$ cat config.mk
export PLATFORM = sky130hd
export DESIGN_NAME = motor_overcurrent_trip_monitor
export DESIGN_NICKNAME = d
export VERILOG_FILES = /design/src/hw/rtl/motr_pkg.sv /design/src/hw/rtl/motr_front.sv /design/src/hw/rtl/motr_queue.sv /design/src/hw/rtl/motr_back.sv /design/src/hw/rtl/motor_overcurrent_trip_monitor.sv
export SDC_FILE = /design/constraint.sdc
export NUM_CORES = 1
export LEC_CHECK = 0
export BUFFER_PORTS_ARGS = -buffer_cell sky130_fd_sc_hd__buf_2
export CORE_MARGIN = 5
export CORE_UTILIZATION = 56
export CTS_BUF_LIST = sky130_fd_sc_hd__clkbuf_16
export DETAILED_ROUTE_END_ITERATION = 8
export GPL_TIMING_DRIVEN = 0
export PLACE_DENSITY = 0.76
export SYNTH_ARGS = -nofsm -noshare
export SYNTH_HDL_FRONTEND = slang
export SYNTH_SLANG_ARGS = --single-unit
$ cat constraint.sdc
create_clock -name clk -period 5.6 [get_ports clk]
set_input_delay 0.84 -clock clk [delete_from_list [all_inputs] [get_ports clk]]
set_output_delay 0.84 -clock clk [all_outputs]
set_load 0.005 [all_outputs]
$ cat src/hw/rtl/motr_pkg.sv
// shared types, constants and helpers for the motor over-current trip monitor
// no dependencies; imported by every module of the block
package motr_pkg;

    localparam int MOTOR_COUNT = 6;
    localparam int MOTOR_W     = 3;
    localparam int ADC_W       = 10;
    localparam int CUR_W       = 16;
    localparam int LIMIT_W     = 14;
    localparam int CNT_W       = 8;
    localparam int MASK_W      = 6;
    localparam int MAG50_W     = 16;
    localparam int DIV_W       = 24;
    localparam int STEP_W      = 5;
    localparam int ZERO_REGS   = 6;
    localparam int CFG_IDX_W   = 3;
    localparam int CFG_DATA_W  = 14;

    localparam logic [STEP_W-1:0] DIV_LAST_STEP = STEP_W'(DIV_W - 1);
    localparam logic [CNT_W-1:0]  CNT_MAX       = '1;

    // operation codes on the op field
    localparam logic [2:0] OP_SAMPLE    = 3'd0;
    localparam logic [2:0] OP_ALL_ON    = 3'd1;
    localparam logic [2:0] OP_ALL_OFF   = 3'd2;
    localparam logic [2:0] OP_MOTOR_ON  = 3'd3;
    localparam logic [2:0] OP_MOTOR_OFF = 3'd4;

    // configuration register indexes
    localparam logic [CFG_IDX_W-1:0] REG_LIMIT = 3'd6;
    localparam logic [CFG_IDX_W-1:0] REG_TRIP  = 3'd7;

    localparam logic [ADC_W-1:0]   ZERO_RESET  = 10'd512;
    localparam logic [LIMIT_W-1:0] LIMIT_RESET = 14'd5120;
    localparam logic [CNT_W-1:0]   TRIP_RESET  = 8'd3;

    typedef enum logic [2:0] {
        KIND_NOP,
        KIND_SAMPLE,
        KIND_ALL_ON,
        KIND_ALL_OFF,
        KIND_ON,
        KIND_OFF
    } kind_t;

    typedef enum logic [1:0] {
        B_IDLE,
        B_DIV,
        B_FIN
    } back_state_t;

    typedef logic [ZERO_REGS-1:0][ADC_W-1:0] zero_levels_t;

    // one classified item waiting for the back end
    typedef struct packed {
        kind_t               kind;
        logic [MOTOR_W-1:0]  motor;
        logic                neg;
        logic [MAG50_W-1:0]  mag50;
        logic [ADC_W-1:0]    divisor;
    } job_t;

    typedef struct packed {
        logic full;
        logic empty;
    } q_status_t;

    function automatic logic [MASK_W-1:0] all_on_mask();
        logic [MASK_W-1:0] m;
        m = '0;
        for (int i = 0; i < MOTOR_COUNT; i++)
        begin
            m[i] = 1'b1;
        end
        return m;
    endfunction

endpackage

$ cat src/hw/rtl/motr_front.sv
// front end: takes input beats, classifies the operation and prepares the divide operands
// depends on motr_pkg
module motr_front (
    input  logic                          in_valid,
    output logic                          in_stall,
    input  logic [2:0]                    op,
    input  logic [motr_pkg::MOTOR_W-1:0]  motor,
    input  logic [motr_pkg::ADC_W-1:0]    adc_sample,
    input  motr_pkg::zero_levels_t        zero_levels,
    input  motr_pkg::q_status_t           q_stat,
    output logic                          push,
    output motr_pkg::job_t                job
);
    import motr_pkg::*;

    logic             motor_ok;
    logic [ADC_W-1:0] zero_sel;
    logic [ADC_W-1:0] divisor;
    logic             neg;
    logic [ADC_W-1:0] mag;

    assign in_stall = q_stat.full;
    assign push     = in_valid && !q_stat.full;
    assign motor_ok = motor < MOTOR_W'(MOTOR_COUNT);

    always_comb
    begin
        zero_sel = motor_ok ? zero_levels[motor] : ZERO_RESET;
        divisor  = (zero_sel == '0) ? ADC_W'(1) : zero_sel;
        neg      = adc_sample < divisor;
        mag      = neg ? (divisor - adc_sample) : (adc_sample - divisor);

        job.motor   = motor;
        job.neg     = neg;
        job.divisor = divisor;
        // mag * 50 as shifted adds
        job.mag50   = {1'b0, mag, 5'b0} + {2'b0, mag, 4'b0} + {5'b0, mag, 1'b0};

        priority if (op == OP_SAMPLE && motor_ok)
            job.kind = KIND_SAMPLE;
        else if (op == OP_ALL_ON)
            job.kind = KIND_ALL_ON;
        else if (op == OP_ALL_OFF)
            job.kind = KIND_ALL_OFF;
        else if (op == OP_MOTOR_ON && motor_ok)
            job.kind = KIND_ON;
        else if (op == OP_MOTOR_OFF && motor_ok)
            job.kind = KIND_OFF;
        else
            job.kind = KIND_NOP;
    end

endmodule

$ cat src/hw/rtl/motr_queue.sv
// two-entry queue of classified items between front and back end
// depends on motr_pkg
module motr_queue (
    input  logic                clk,
    input  logic                rst_n,
    input  logic                push,
    input  motr_pkg::job_t      push_job,
    input  logic                pop,
    output motr_pkg::job_t      head_job,
    output motr_pkg::q_status_t q_stat
);
    import motr_pkg::*;

    job_t       entry_reg [2];
    logic       wr_ptr_reg, wr_ptr_next;
    logic       rd_ptr_reg, rd_ptr_next;
    logic [1:0] count_reg, count_next;

    always_comb
    begin
        wr_ptr_next = push ? ~wr_ptr_reg : wr_ptr_reg;
        rd_ptr_next = pop ? ~rd_ptr_reg : rd_ptr_reg;
        count_next  = count_reg + 2'(push) - 2'(pop);
    end

    always_ff @(posedge clk or negedge rst_n)
    begin
        if (!rst_n)
        begin
            wr_ptr_reg <= 1'b0;
            rd_ptr_reg <= 1'b0;
            count_reg  <= 2'd0;
        end
        else
        begin
            wr_ptr_reg <= wr_ptr_next;
            rd_ptr_reg <= rd_ptr_next;
            count_reg  <= count_next;
        end
    end

    always_ff @(posedge clk)
    begin
        if (push)
        begin
            entry_reg[wr_ptr_reg] <= push_job;
        end
    end

    assign head_job     = entry_reg[rd_ptr_reg];
    assign q_stat.full  = count_reg == 2'd2;
    assign q_stat.empty = count_reg == 2'd0;

endmodule

$ cat src/hw/rtl/motr_back.sv
// back end: serial divider, trip counters, enable mask and output register
// depends on motr_pkg
module motr_back (
    input  logic                          clk,
    input  logic                          rst_n,
    input  motr_pkg::q_status_t           q_stat,
    input  motr_pkg::job_t                head_job,
    output logic                          pop,
    input  logic [motr_pkg::LIMIT_W-1:0]  current_limit,
    input  logic [motr_pkg::CNT_W-1:0]    trip_count,
    output logic                          out_valid,
    input  logic                          out_stall,
    output logic [motr_pkg::MOTOR_W-1:0]  motor_out,
    output logic signed [motr_pkg::CUR_W-1:0] current,
    output logic                          over_limit,
    output logic                          tripped,
    output logic [motr_pkg::MASK_W-1:0]   enables
);
    import motr_pkg::*;

    back_state_t                         state_reg, state_next;
    logic [STEP_W-1:0]                   step_reg, step_next;
    logic [ADC_W-1:0]                    rem_reg, rem_next;
    logic [DIV_W-1:0]                    quo_reg, quo_next;
    job_t                                job_reg, job_next;
    logic [MOTOR_COUNT-1:0][CNT_W-1:0]   cnt_reg, cnt_next;
    logic [MASK_W-1:0]                   en_reg, en_next;
    logic                                out_valid_reg, out_valid_next;
    logic [MOTOR_W-1:0]                  motor_out_reg, motor_out_next;
    logic [CUR_W-1:0]                    cur_reg, cur_next;
    logic                                over_reg, over_next;
    logic                                trip_reg, trip_next;

    logic [ADC_W:0]     shifted;
    logic [ADC_W:0]     diff;
    logic [CUR_W-1:0]   cur_sat;
    logic               is_over;
    logic [CNT_W-1:0]   cnt_old;
    logic [CNT_W-1:0]   cnt_new;
    logic               hits_trip;
    logic               slot_free;

    always_comb
    begin
        // one restoring divide step
        shifted = {rem_reg, quo_reg[DIV_W-1]};
        diff    = shifted - {1'b0, job_reg.divisor};

        // saturate the quotient into signed q7.8
        if (job_reg.neg)
            cur_sat = (quo_reg > DIV_W'(32768)) ? 16'h8000 : (~quo_reg[CUR_W-1:0] + 16'd1);
        else
            cur_sat = (quo_reg > DIV_W'(32767)) ? 16'h7FFF : quo_reg[CUR_W-1:0];

        is_over   = $signed({cur_sat[CUR_W-1], cur_sat}) > $signed({3'b000, current_limit});
        cnt_old   = cnt_reg[job_reg.motor];
        cnt_new   = (cnt_old == CNT_MAX) ? CNT_MAX : cnt_old + 8'd1;
        hits_trip = (cnt_new != cnt_old) && (cnt_new == trip_count);
        slot_free = !out_valid_reg || !out_stall;

        state_next     = state_reg;
        step_next      = step_reg;
        rem_next       = rem_reg;
        quo_next       = quo_reg;
        job_next       = job_reg;
        cnt_next       = cnt_reg;
        en_next        = en_reg;
        out_valid_next = out_valid_reg && out_stall;
        motor_out_next = motor_out_reg;
        cur_next       = cur_reg;
        over_next      = over_reg;
        trip_next      = trip_reg;
        pop            = 1'b0;

        unique case (state_reg)
            B_IDLE:
            begin
                if (!q_stat.empty)
                begin
                    pop      = 1'b1;
                    job_next = head_job;
                    rem_next = '0;
                    quo_next = {head_job.mag50, 8'b0};
                    step_next = DIV_LAST_STEP;
                    state_next = (head_job.kind == KIND_SAMPLE) ? B_DIV : B_FIN;
                end
            end
            B_DIV:
            begin
                if (!diff[ADC_W])
                begin
                    rem_next = diff[ADC_W-1:0];
                    quo_next = {quo_reg[DIV_W-2:0], 1'b1};
                end
                else
                begin
                    rem_next = shifted[ADC_W-1:0];
                    quo_next = {quo_reg[DIV_W-2:0], 1'b0};
                end
                step_next = step_reg - 5'd1;
                if (step_reg == '0)
                begin
                    state_next = B_FIN;
                end
            end
            B_FIN:
            begin
                if (slot_free)
                begin
                    cur_next  = '0;
                    over_next = 1'b0;
                    trip_next = 1'b0;
                    unique case (job_reg.kind)
                        KIND_SAMPLE:
                        begin
                            cur_next = cur_sat;
                            if (is_over)
                            begin
                                over_next = 1'b1;
                                cnt_next[job_reg.motor] = cnt_new;
                                if (hits_trip)
                                begin
                                    trip_next = 1'b1;
                                    en_next[job_reg.motor] = 1'b0;
                                end
                            end
                            else
                            begin
                                cnt_next[job_reg.motor] = '0;
                            end
                        end
                        KIND_ALL_ON:  en_next = all_on_mask();
                        KIND_ALL_OFF: en_next = '0;
                        KIND_ON:      en_next[job_reg.motor] = 1'b1;
                        KIND_OFF:     en_next[job_reg.motor] = 1'b0;
                        default:      ;
                    endcase
                    motor_out_next = job_reg.motor;
                    out_valid_next = 1'b1;
                    state_next     = B_IDLE;
                end
            end
            default: state_next = B_IDLE;
        endcase
    end

    always_ff @(posedge clk or negedge rst_n)
    begin
        if (!rst_n)
        begin
            state_reg     <= B_IDLE;
            cnt_reg       <= '0;
            en_reg        <= all_on_mask();
            out_valid_reg <= 1'b0;
        end
        else
        begin
            state_reg     <= state_next;
            cnt_reg       <= cnt_next;
            en_reg        <= en_next;
            out_valid_reg <= out_valid_next;
        end
    end

    always_ff @(posedge clk)
    begin
        step_reg      <= step_next;
        rem_reg       <= rem_next;
        quo_reg       <= quo_next;
        job_reg       <= job_next;
        motor_out_reg <= motor_out_next;
        cur_reg       <= cur_next;
        over_reg      <= over_next;
        trip_reg      <= trip_next;
    end

    assign out_valid  = out_valid_reg;
    assign motor_out  = motor_out_reg;
    assign current    = $signed(cur_reg);
    assign over_limit = over_reg;
    assign tripped    = trip_reg;
    assign enables    = en_reg;

endmodule

$ cat src/hw/rtl/motor_overcurrent_trip_monitor.sv
// per-motor over-current trip monitor, top level
// samples pass one at a time through the 24-step serial divider; other ops skip the divider
// the two-entry queue takes input beats until full while the divider runs or the output stalls
// reset (rst_n, async, active low): zero levels 512, limit 5120, trip count 3,
// counters cleared, all motors enabled, queue and output empty
module motor_overcurrent_trip_monitor (
    input  logic                             clk,
    input  logic                             rst_n,
    // input beats
    input  logic                             in_valid,
    output logic                             in_stall,
    input  logic [2:0]                       op,
    input  logic [motr_pkg::MOTOR_W-1:0]     motor,
    input  logic [motr_pkg::ADC_W-1:0]       adc_sample,
    // result beats
    output logic                             out_valid,
    input  logic                             out_stall,
    output logic [motr_pkg::MOTOR_W-1:0]     motor_out,
    output logic signed [motr_pkg::CUR_W-1:0] current,
    output logic                             over_limit,
    output logic                             tripped,
    output logic [motr_pkg::MASK_W-1:0]      enables,
    // configuration writes
    input  logic                             cfg_valid,
    output logic                             cfg_ready,
    input  logic [motr_pkg::CFG_IDX_W-1:0]   cfg_index,
    input  logic [motr_pkg::CFG_DATA_W-1:0]  cfg_data
);
    import motr_pkg::*;

    zero_levels_t       zero_reg;
    logic [LIMIT_W-1:0] limit_reg;
    logic [CNT_W-1:0]   trip_reg;

    logic      push;
    logic      pop;
    job_t      push_job;
    job_t      head_job;
    q_status_t q_stat;

    // configuration is always taken at once
    assign cfg_ready = 1'b1;

    always_ff @(posedge clk or negedge rst_n)
    begin
        if (!rst_n)
        begin
            for (int i = 0; i < ZERO_REGS; i++)
            begin
                zero_reg[i] <= ZERO_RESET;
            end
            limit_reg <= LIMIT_RESET;
            trip_reg  <= TRIP_RESET;
        end
        else if (cfg_valid)
        begin
            priority if (cfg_index == REG_LIMIT)
                limit_reg <= cfg_data;
            else if (cfg_index == REG_TRIP)
                trip_reg <= cfg_data[CNT_W-1:0];
            else
                zero_reg[cfg_index] <= cfg_data[ADC_W-1:0];
        end
    end

    // front end: classify the op, pick the zero level, form the divide operands
    motr_front u_front (
        .in_valid    (in_valid),
        .in_stall    (in_stall),
        .op          (op),
        .motor       (motor),
        .adc_sample  (adc_sample),
        .zero_levels (zero_reg),
        .q_stat      (q_stat),
        .push        (push),
        .job         (push_job)
    );

    // decouples acceptance from the slow back end
    motr_queue u_queue (
        .clk      (clk),
        .rst_n    (rst_n),
        .push     (push),
        .push_job (push_job),
        .pop      (pop),
        .head_job (head_job),
        .q_stat   (q_stat)
    );

    // back end: divider, trip logic and the output register
    motr_back u_back (
        .clk           (clk),
        .rst_n         (rst_n),
        .q_stat        (q_stat),
        .head_job      (head_job),
        .pop           (pop),
        .current_limit (limit_reg),
        .trip_count    (trip_reg),
        .out_valid     (out_valid),
        .out_stall     (out_stall),
        .motor_out     (motor_out),
        .current       (current),
        .over_limit    (over_limit),
        .tripped       (tripped),
        .enables       (enables)
    );

endmodule
==> results <==
- The flow ran to the end, but the final reports show violations.
- The final reports fail on negative setup slack.
- After synthesis, the cell types taking the most area are edfxtp_1, dfrtp_1, mux2_2.
- The worst setup slack after layout is -661 ps.
- The total number of vias is 10196.
- The number of global-route vias before repair is 10313.
- Entering global routing, the biggest net connects 95 pins.
- Clock tree synthesis inserted a total of 29 buffers.
- The effective utilization at floorplan is 57.1%.
- The number of cell instances on the worst register-to-register path is 29.
- The share of cells above drive strength 1 is just under 30%.
- The number of flip-flops in the largest register is 64.
- The worst setup timing slack at the placement stage is -2060 ps.
- The final worst-path cycle share is 112%.
- The DRC marker count from the first detailed-route iteration is roughly 730.
- The synthesized netlist contains 76 unique library cells.
- After clock tree synthesis, the clock-pin slew on the worst setup and hold paths is approximately 60 ps.
- The start-to-end type of the worst setup path is primary input to register.
- In this run the register-to-register setup slack is -520 ps.
- The largest buffer count on any clock path is 3.
- The worst supply voltage drop on vdd is ~630 uV.
- The worst reg2reg path startpoint is zero_reg[39].
- The initialized floorplan defines 59 standard-cell rows.
- The count of placed standard cells including taps is 1634.
- The path type of the worst min-delay path is primary input to asynchronous set/reset pin.
- The maximum level of the CTS H-tree is 1.
- Using the TritonRoute via totals, the vias-per-cell ratio works out to about 6.
- Summing internal, switching and leakage power gives roughly 11 mW.
- The clock sink total is 284.
- The routed wire length is 33400 um.
- The count of buffers added on input and output ports is 64.
- The top cell types in the final layout, fill and taps aside, are mux2_2, edfxtp_1, dfrtp_1.
- Counting every instance in the synthesized netlist gives about 1200.
- Measured along the x axis, the die boundary spans roughly 170 um.
- In this run the tightest slew margin relative to its limit is between 30% and 40%.
- The global-route wire length before repair is 54100 um.
- The most common cell after layout, fill and taps aside is mux2_2.
- Based on the critical path, the design can be clocked at up to 160 MHz.
- TritonCTS built the clock tree.
- For this run, the number of Yosys warnings is 0.
- In this run the count of I/O pins placed on the die edge is just under 70.
- Hold is met by 240 ps.
- In the routed design, unresolved DRC markers number 0.
- The total area of multi-input combinational cells is about 6900 um2.
- The number of max-slew violations in the final report is 0.
- At the end of routability-driven placement, the weighted congestion stood at 0.906.
- The mean instance size in the synthesized netlist is roughly 12 um2.
- The number of buffers inserted for hold repair after clock tree synthesis is 0.
- In this run, synthesis inferred around 140 flip-flops with an integrated enable.
- The floorplan die height is approximately 170 um.
- The later pin in the worst-skew pair is clocked with a latency of 550 ps.
- The measured slew at the worst slew-check pin is between 1000 and 1500 ps.
- In this design, the stage delay of the slowest critical-path cell is 540 ps.
- The layout filler cell count is approximately 1900.
- The cell sitting at the root of the clock tree is a clkbuf_16.
- The sequential area share after synthesis is 52.3%.
- Data on the critical path arrives at its endpoint at 6660 ps.
- The number of hold-slack violations in the final timing report is 0.
- The average wire length per cell after detail routing is 19.3 um.
- The number of nets in the layout is 1481.
- Counting flops and latches in the post-synthesis netlist gives around 280.
- Once detailed placement completed, the half-perimeter wirelength came to ~23000 um.
- The initial antenna violation count came to 0.
- The required time reported for the critical path endpoint is 6000 ps.
- The placeable core region is approximately 26000 um2.
- In this run the power density over the cells is approximately 600 nW/um2.
- In the final timing run, aggregate negative setup slack is -6280 ps.
- After layout, the minimum clock period comes to between 6000 and 7000 ps.
- The total track usage is a little over a fifth.
- The cell type with the highest aggregate area in the netlist is edfxtp_1.
- The area growth from synthesis to layout is 16.2%.
- The share of flip-flops with an asynchronous set or reset is roughly half.
- The total iterations of the first detailed-routing run is 5.
- The number of nets in the synthesized netlist is 1342.
- The critical path contains buffers and inverters numbering 6 combined.
- For this design the static power due to leakage is about 7.4 nW.
- In this run the critical register-to-register path is captured at u_queue.entry_reg[0][25].
- The slowest stage of the critical path is the mux4_2 cell.
- The total overflow left after global routing is 0.
- Setup repair after global routing could not meet its margin everywhere.
- The floorplan step defined a die boundary enclosing 30100 um2.
- The family of cells with the greatest summed delay on the critical path is compound AO/OA/AOI/OAI gates.
- The largest driver fanout on the critical path is 5.
- The register cell area after layout is just under 8000 um2.
- The number of nets with antenna violations after detailed routing is 0.
- The worst setup path is launched from a primary input.
- Setup violations remaining at the end of the flow were counted as 16.
- The count of cells in the finished layout, fillers not included, comes to about 1700.
- The synthesized design devotes to its leading area cell type 28.3% of total area.
- The max-cap check violation count is 0.
- Clock skew on the completed layout was measured at 17.5 ps.
- The cell area that synthesis handed to floorplanning was roughly 15000 um2.
- The endpoint kind of the worst setup timing path is a register.
- The leading register cell type out of synthesis is edfxtp_1.
- 0 antenna diodes ended up in the layout.
-- cell families after synthesis --
family          synth area share (%)
other cells                   0.0250
mux                             16.6
compound gates                  9.67
simple gates                    9.29
xor+xnor                        2.16
buf+inv                         3.56
fa+ha+maj                       6.42
flops                           52.3
-- routing by layer --
metal | track usage [%] | wire length [um] | vias up
li1 | - | - | 4784
met1 | 31.5 | 15200 | 5047
met2 | 35.2 | 15500 | 300
met3 | 3.16 | 1760 | 65
met4 | 5.92 | 879 | 0
met5 | 0 | 0 | -
-- layout make-up --
type,instances,share of cell area (%)
plain buffers,44,1.42
clock buffers,30,4.32
clock inverters,24,0.741
inverters,92,2.01
multi-input cells,812,39.9
flip-flops and latches,284,45.0
well taps,335,2.41
repair buffers,108,4.22
-- cells in the mapped netlist, types with 26 or more instances --
cell,n
mux2_2,159
edfxtp_1,141
dfrtp_1,127
inv_1,91
nand2_1,73
nor2_1,70
ha_1,64
o21ai_0,52
mux2i_1,44
a21oi_1,33
clkbuf_1,32
nor2b_1,26
-- report_power, final --
group | total (mW) | switching, mW | internal (mW)
Combinational | 5.12 | 2.73 | 2.40
Clock | 1.78 | 0.776 | 1.01
Sequential | 3.60 | 0.359 | 3.24
Total | 10.5 | 3.86 | 6.64
-- per-stage QoR --
stage / cell area, um2 / util, %
after detailed placement: 15900 / 60.8
after floorplan: 15100 / -
after global placement: 15900 / 60.5
after CTS: 17300 / 66.0
after global routing: 17400 / 66.4
final: 17400 / 66.4
-- what timing repair did --
| item | in CTS | in global routing |
|---|---|---|
| pin swaps | 41 | 33 |
| resized for setup | 39 | 12 |
| setup buffers | 37 | 8 |
| gates cloned | 1 | 0 |
| setup endpoints to repair | 22 | 20 |
-- worst max-delay path by stage --
stage,start,to,cells past startpoint
after floorplan,motor[0],u_queue.entry_reg[0][24],29
after global placement,motor[2],u_queue.entry_reg[0][25],33
after detailed placement,motor[2],u_queue.entry_reg[0][25],33
after CTS,motor[0],u_queue.entry_reg[1][24],31
after global routing,motor[0],u_queue.entry_reg[1][25],31
final,motor[0],u_queue.entry_reg[0][25],31
Note: power is estimated with default switching activity, not from simulation.
